`src/rtl/fr16c_pkg.sv`:
```
// Package for the binary32 to ranged 16-bit float converter.
// Holds the rounding mode codes, the random generator constants and the range tables.
// Depends on nothing; used by the core and by its testbench.
package fr16c_pkg;

    // Rounding mode codes as carried on the rounding_mode port.
    typedef enum logic [1:0] {
        RND_RANDOM  = 2'd0,
        RND_UP      = 2'd1,
        RND_NEAREST = 2'd2,
        RND_DOWN    = 2'd3
    } round_mode_t;

    typedef logic [3:0] range_t;
    typedef logic [2:0] ebits_t;

    // Linear congruential generator used by random rounding.
    localparam logic [31:0] LCG_MUL   = 32'd32310901;
    localparam logic [31:0] LCG_ADD   = 32'd1013904223;
    localparam logic [31:0] RNG_RESET = 32'h8765_4321;

    // The generator is kept one step ahead, so reset loads the first drawn value.
    localparam logic [63:0] RNG_FIRST_PROD = 64'(RNG_RESET) * 64'(LCG_MUL);
    localparam logic [31:0] RNG_FIRST      = RNG_FIRST_PROD[31:0] + LCG_ADD;
    localparam logic        RNG_FIRST_PAR  = ^RNG_FIRST;

    // Lowest biased exponent of each range.
    function automatic logic [7:0] range_base(input range_t r);
        logic [7:0] b;
        unique case (r)
            4'd0:    b = 8'd0;
            4'd1:    b = 8'd64;
            4'd2:    b = 8'd96;
            4'd3:    b = 8'd112;
            4'd4:    b = 8'd120;
            4'd5:    b = 8'd124;
            4'd6:    b = 8'd126;
            4'd7:    b = 8'd127;
            4'd8:    b = 8'd128;
            4'd9:    b = 8'd129;
            4'd10:   b = 8'd130;
            4'd11:   b = 8'd132;
            4'd12:   b = 8'd136;
            4'd13:   b = 8'd144;
            4'd14:   b = 8'd160;
            default: b = 8'd192;
        endcase
        return b;
    endfunction

    // Number of exponent offset bits in the 11-bit field of each range.
    function automatic ebits_t range_ebits(input range_t r);
        ebits_t n;
        unique case (r)
            4'd0, 4'd15:               n = 3'd6;
            4'd1, 4'd14:               n = 3'd5;
            4'd2, 4'd13:               n = 3'd4;
            4'd3, 4'd12:               n = 3'd3;
            4'd4, 4'd11:               n = 3'd2;
            4'd5, 4'd10:               n = 3'd1;
            default:                   n = 3'd0;
        endcase
        return n;
    endfunction

endpackage

```
`src/rtl/fp32_to_ranged_float16_convert_core.sv`:
```
// Top level of the binary32 to ranged 16-bit float converter.
// Input register, one pass of conversion and rounding logic, result register.
// Depends on fr16c_pkg.
//
//  Channel  | Handshake                   | Payload
//  ---------+-----------------------------+----------------------------------
//  item     | item_valid / item_stall     | float_bits[31:0], rounding_mode[1:0]
//  result   | result_valid / result_stall | result_bits[15:0]
//
// A word enters the input register and moves on to the result register once that
// register is free. One word can be accepted in every cycle while the result side is
// not stalled; the conversion pass between the two registers sets the clock period.
// The random generator is kept one step ahead with its parity stored, so its
// multiply never lies in the conversion path.
// Reset empties both registers and reloads the generator; no clearing pass is needed.
// A stalled result holds the pass; item_stall rises only when both registers are full.
module fp32_to_ranged_float16_convert_core (
    input  logic        clk,
    input  logic        rst_n,
    input  logic        item_valid,
    output logic        item_stall,
    input  logic [31:0] float_bits,
    input  logic [1:0]  rounding_mode,
    output logic        result_valid,
    input  logic        result_stall,
    output logic [15:0] result_bits
);
    import fr16c_pkg::*;

    logic        s0_valid_reg;
    logic [31:0] s0_bits_reg;
    round_mode_t s0_mode_reg;
    logic        res_valid_reg;
    logic [15:0] res_bits_reg;
    logic [31:0] rng_ahead_reg;
    logic        rng_par_reg;

    logic        out_free;
    logic        item_take;
    logic        s0_move;
    logic        rng_step;
    logic [31:0] rng_ahead_next;

    logic [7:0]  exp_field;
    logic [10:0] mant_top;
    range_t      range_sel;
    ebits_t      ebits;
    logic [5:0]  exp_offset;
    logic [16:0] field_wide;
    logic [14:0] mag_trunc;
    logic [18:0] drop_mask;
    logic        drop_any;
    logic        round_bit;
    logic        inc;
    logic [14:0] mag_rounded;
    logic [15:0] res_bits_next;

    // Flow control: the input register moves on whenever the result register frees up.
    assign out_free   = !res_valid_reg || !result_stall;
    assign item_stall = s0_valid_reg && !out_free;
    assign item_take  = item_valid && !item_stall;
    assign s0_move    = s0_valid_reg && out_free;
    assign rng_step   = s0_move && (s0_mode_reg == RND_RANDOM);

    // Input register.
    always_ff @(posedge clk or negedge rst_n)
    begin
        if (!rst_n)
        begin
            s0_valid_reg <= 1'b0;
        end
        else if (item_take)
        begin
            s0_valid_reg <= 1'b1;
        end
        else if (out_free)
        begin
            s0_valid_reg <= 1'b0;
        end
    end

    always_ff @(posedge clk)
    begin
        if (item_take)
        begin
            s0_bits_reg <= float_bits;
            s0_mode_reg <= round_mode_t'(rounding_mode);
        end
    end

    // Range selection by exponent threshold; the four middle ranges hold one exponent each.
    assign exp_field = s0_bits_reg[30:23];
    assign mant_top  = s0_bits_reg[22:12];

    always_comb
    begin
        priority if (exp_field >= 8'd192) range_sel = 4'd15;
        else if (exp_field >= 8'd160)     range_sel = 4'd14;
        else if (exp_field >= 8'd144)     range_sel = 4'd13;
        else if (exp_field >= 8'd136)     range_sel = 4'd12;
        else if (exp_field >= 8'd132)     range_sel = 4'd11;
        else if (exp_field >= 8'd130)     range_sel = 4'd10;
        else if (exp_field == 8'd129)     range_sel = 4'd9;
        else if (exp_field == 8'd128)     range_sel = 4'd8;
        else if (exp_field == 8'd127)     range_sel = 4'd7;
        else if (exp_field == 8'd126)     range_sel = 4'd6;
        else if (exp_field >= 8'd124)     range_sel = 4'd5;
        else if (exp_field >= 8'd120)     range_sel = 4'd4;
        else if (exp_field >= 8'd112)     range_sel = 4'd3;
        else if (exp_field >= 8'd96)      range_sel = 4'd2;
        else if (exp_field >= 8'd64)      range_sel = 4'd1;
        else                              range_sel = 4'd0;
    end

    // The offset and mantissa share the 11-bit field; the offset always fits its bits,
    // so one right shift of the joined pair places both.
    assign ebits      = range_ebits(range_sel);
    assign exp_offset = 6'(exp_field - range_base(range_sel));
    assign field_wide = {exp_offset, mant_top} >> ebits;
    assign mag_trunc  = {range_sel, field_wide[10:0]};

    // Dropped magnitude bits run from bit 11+eb down to bit 0.
    assign drop_mask = (19'd1 << (5'd12 + 5'(ebits))) - 19'd1;
    assign drop_any  = |({1'b0, s0_bits_reg[17:0]} & drop_mask);
    assign round_bit = s0_bits_reg[5'd11 + 5'(ebits)];

    // Rounding decision; random mode rounds up when the drawn value has even parity.
    always_comb
    begin
        unique case (s0_mode_reg)
            RND_RANDOM:  inc = drop_any && !rng_par_reg;
            RND_UP:      inc = drop_any;
            RND_NEAREST: inc = round_bit;
            RND_DOWN:    inc = 1'b0;
            default:     inc = 1'b0;
        endcase
    end

    // Increment with saturation at the largest magnitude, then reattach the sign.
    assign mag_rounded   = (inc && (mag_trunc != '1)) ? mag_trunc + 15'd1 : mag_trunc;
    assign res_bits_next = {s0_bits_reg[31], mag_rounded};

    // Result register.
    always_ff @(posedge clk or negedge rst_n)
    begin
        if (!rst_n)
        begin
            res_valid_reg <= 1'b0;
        end
        else if (out_free)
        begin
            res_valid_reg <= s0_valid_reg;
        end
    end

    always_ff @(posedge clk)
    begin
        if (s0_move)
        begin
            res_bits_reg <= res_bits_next;
        end
    end

    // Random generator, one step ahead, with the parity of the next drawn value.
    assign rng_ahead_next = rng_ahead_reg * LCG_MUL + LCG_ADD;

    always_ff @(posedge clk or negedge rst_n)
    begin
        if (!rst_n)
        begin
            rng_ahead_reg <= RNG_FIRST;
            rng_par_reg   <= RNG_FIRST_PAR;
        end
        else if (rng_step)
        begin
            rng_ahead_reg <= rng_ahead_next;
            rng_par_reg   <= ^rng_ahead_next;
        end
    end

    assign result_valid = res_valid_reg;
    assign result_bits  = res_bits_reg;

endmodule

```
`config.mk`:
```
export PLATFORM = sky130hd
export DESIGN_NAME = fp32_to_ranged_float16_convert_core
export DESIGN_NICKNAME = d
export VERILOG_FILES = /design/src/rtl/fr16c_pkg.sv /design/src/rtl/fp32_to_ranged_float16_convert_core.sv
export SDC_FILE = /design/constraint.sdc
export NUM_CORES = 1
export LEC_CHECK = 0
export BUFFER_PORTS_ARGS = -buffer_cell sky130_fd_sc_hd__buf_2
export CAP_MARGIN = 15
export CORE_UTILIZATION = 35
export DETAILED_ROUTE_END_ITERATION = 7
export PLACE_DENSITY_LB_ADDON = 0.2
export SLEW_MARGIN = 15
export SYNTH_ARGS = -nofsm -noshare
export SYNTH_HDL_FRONTEND = slang
export SYNTH_SLANG_ARGS = --single-unit
```
`constraint.sdc`:
```
create_clock -name clk -period 7.3 [get_ports clk]
set_clock_uncertainty 0.1 [all_clocks]
set_input_delay 1.46 -clock clk [delete_from_list [all_inputs] [get_ports clk]]
set_output_delay 1.46 -clock clk [all_outputs]
set_load 0.02 [all_outputs]
```
==> metrics <==
GRT Total Usage=0.196; fin. max-slew vios=0; die width=197 um; largest net degree at the start of global routing=55; Most Frequent Cell on Critical Path=fa_1; mapped cell area=13,300 um2; Avg WL per Cell=18.3 um; TritonCTS clock tree=yes; crit-path cells=fa_1, fa_1, inv_1, fa_1, fa_1, fa_1, fa_1, inv_1, fa_2, ha_4, a21oi_1, o21a_1, o21ai_2, a221oi_2, o41ai_2, a21oi_1, xnor2_1, xnor3_1, xnor2_2, inv_1, or4b_4, o41ai_2, nor4_2; row count=71; Startpoint Class=flip-flop; drt initial violations=467; Tmin final=7250 ps; vias in the first global route=10,300; CP Buf/Inv Count=3; n_diodes=0; WP data required=7440 ps; Slew Limit Headroom=0.499; Post-DP Area=15,100 um2; first-pass GRT wire length=57.5 mm; Worst Path Max Fanout=4; DRT Pass-1 Iters=4; # setup viols final=0; clk buf depth=2; Area growth, synth to finish=18.7%; Hold Fails Final Rpt=0; Vias=9,507; fin cells=1,968; Worst Path Arrival=7390 ps; critical path's top delay family=adder cells; Final GP Congestion=0.862; initial antenna violation count=1; final instance area=15,800 um2; status=complete, no violations; cell count after placement=1,937; CP endpoint kind=flip-flop; DIE AREA=38,900 um2; Min Hold Slack=390 ps; input/output buffers=55; # H-tree levels=3; ys async rst share=0.412; Setup TNS=0 ps; drt total wl=36.0 mm; predominant post-synthesis flop cell=edfxtp_1; Synth Net Count=1,677; Yosys reg bits=85; Die H=197 um; drt drc=0; crit path kind=reg2reg; Crit path largest cell delay=590 ps; clk_lat worst skew=370 ps; IO Count=56; Initial Utilization=0.355; slowest CP cell=dfstp_2; type of the tightest min-delay check=reg2reg; FMAX=0.138 GHz; Unique masters post-synth=80; Post-CTS Hold Fix Bufs=0; CTS sink cnt=85; Via density=4.83; DRT antenna net count=0; Ys Warns=0; RSZ-0062 raised after global routing=yes; register area share after synthesis=0.180; core area=37,600 um2; final clock period utilization by the worst path=0.993; Clock transition at path regs=70 ps; post-synthesis average cell area=10.6 um2; max cap viols=0; Synth Instances=1,263; worst slew pin tran=732 ps; Final HPWL DP=30.8 mm; share of cells above drive strength 1=0.221; fin nets=1,866; Post-synth EDFFs=50; cts bufs inserted=9; GR Overflow Total=0; CTS root buf=clkbuf_16
## synthesized netlist by cell type, drive strengths merged (3+ instances only)
master / count / area share
inv: 281 / 0.079
fa: 190 / 0.28
ha: 186 / 0.17
xnor2: 78 / 0.051
o21ai: 51 / 0.019
edfxtp: 50 / 0.11
nand2: 46 / 0.013
a21oi: 45 / 0.017
nor2: 27 / 0.0076
nand3: 26 / 0.010
mux2i: 25 / 0.019
mux2: 19 / 0.016
xor2: 19 / 0.012
dfstp: 18 / 0.035
dfrtp: 17 / 0.032
a21o: 14 / 0.0079
clkbuf: 12 / 0.0034
a211oi: 11 / 0.0062
a31oi: 10 / 0.0047
buf: 10 / 0.0050
nor3: 9 / 0.0034
mux4: 8 / 0.015
nand4: 8 / 0.0037
nor4: 8 / 0.0049
o21a: 8 / 0.0045
and2: 6 / 0.0030
nor2b: 6 / 0.0028
a2111oi: 5 / 0.0034
nand2b: 5 / 0.0023
xnor3: 5 / 0.0084
a21boi: 4 / 0.0025
and3: 4 / 0.0019
nor3b: 3 / 0.0017
o21bai: 3 / 0.0017
o221ai: 3 / 0.0020
o22ai: 3 / 0.0014
o41ai: 3 / 0.0020
or3: 3 / 0.0014
## per-stage QoR
stage / worst slack (ps) / util
2_1_floorplan: 22.6 / -
3_3_place_gp: -125 / 0.403
3_5_place_dp: -164 / 0.403
4_1_cts: 2.36 / 0.416
5_1_grt: -291 / 0.422
6_report: 52.9 / 0.422
## layer usage
layer / routed length [um] / vias to the layer above / GRT usage
met3: 1060 / 31 / 0.0246
li1: - / 4560 / -
met5: 0 / - / 0
met2: 17700 / 162 / 0.337
met1: 16800 / 4754 / 0.264
met4: 536 / 0 / 0.0422
## tightest hold or removal path, delay by kind of cell (launching register included)
kind             cells  cell delay (ps)
flip-flops           1              370
AO/OA/AOI/OAI        1               70
AND/OR/NAND/NOR      1               50
## what timing repair did
item                                   CTS  global route
gates resized for setup                 25            37
setup endpoints to repair                1             1
setup buffers                           10             5
pin swaps                               25            33
endpoints found under the hold margin    0             0
## area by class of cell
cell class | count | area [um2]
clock buffer | 9 | 225
clock inverter | 7 | 57.6
fill | 3643 | 21700
inverter | 282 | 1060
multi-input combinational | 874 | 10100
sequential | 85 | 2400
tap | 511 | 639
timing repair buffer | 200 | 1370
## final timing paths
kind | startpoint | endpoint | slack (ps) | cells after the start
min in group asynchronous | rst_n | rng_ahead_reg[28] | 1070 | 2
max in group asynchronous | rst_n | rng_ahead_reg[3] | 5620 | 2
worst min register to register | rng_ahead_reg[30] | rng_ahead_reg[30] | 390 | 2
worst max-delay path | rng_ahead_reg[18] | rng_par_reg | 50 | 23
worst min-delay path | rng_ahead_reg[30] | rng_ahead_reg[30] | 390 | 2
worst max register to register | rng_ahead_reg[18] | rng_par_reg | 50 | 23
## cell usage in the layout, fill, tap and decap left out, types with 5 or more instances in the layout
| cell type | instances |
|---|---|
| o21ai_0 | 44 |
| a21oi_1 | 41 |
| nor2_1 | 26 |
| o21a_1 | 8 |
| mux2i_1 | 25 |
| edfxtp_1 | 50 |
| and2_1 | 5 |
| nand3_1 | 24 |
| inv_1 | 277 |
| a211oi_1 | 11 |
| mux2_2 | 19 |
| xnor2_1 | 74 |
| nand2b_1 | 5 |
| buf_4 | 144 |
| clkbuf_16 | 9 |
| dfrtp_1 | 14 |
| fa_1 | 181 |
| xor2_1 | 18 |
| a31oi_1 | 9 |
| a21o_1 | 14 |
| dfstp_2 | 18 |
| nor2b_1 | 6 |
| fa_2 | 9 |
| ha_1 | 174 |
| buf_2 | 55 |
| nand4_1 | 8 |
| nor4_1 | 6 |
| nor3_1 | 8 |
| nand2_1 | 45 |
| xnor3_1 | 5 |
| ha_4 | 10 |
## logic make-up (layout without fill, tap and decap cells)
group,after synthesis,in the layout,synth area share
AO/OA/AOI/OAI,184,184,0.0895
XOR/XNOR,102,102,0.0721
adder cells (fa/ha/maj),376,376,0.459
buffers and inverters,304,498,0.0880
flip-flops,85,85,0.180
multiplexers,52,52,0.0494
AND/OR/NAND/NOR,160,160,0.0619
Power is left out: the tool's default activity adds up to more than one toggle a clock period on the data nets, which glitch-free logic cannot reach.
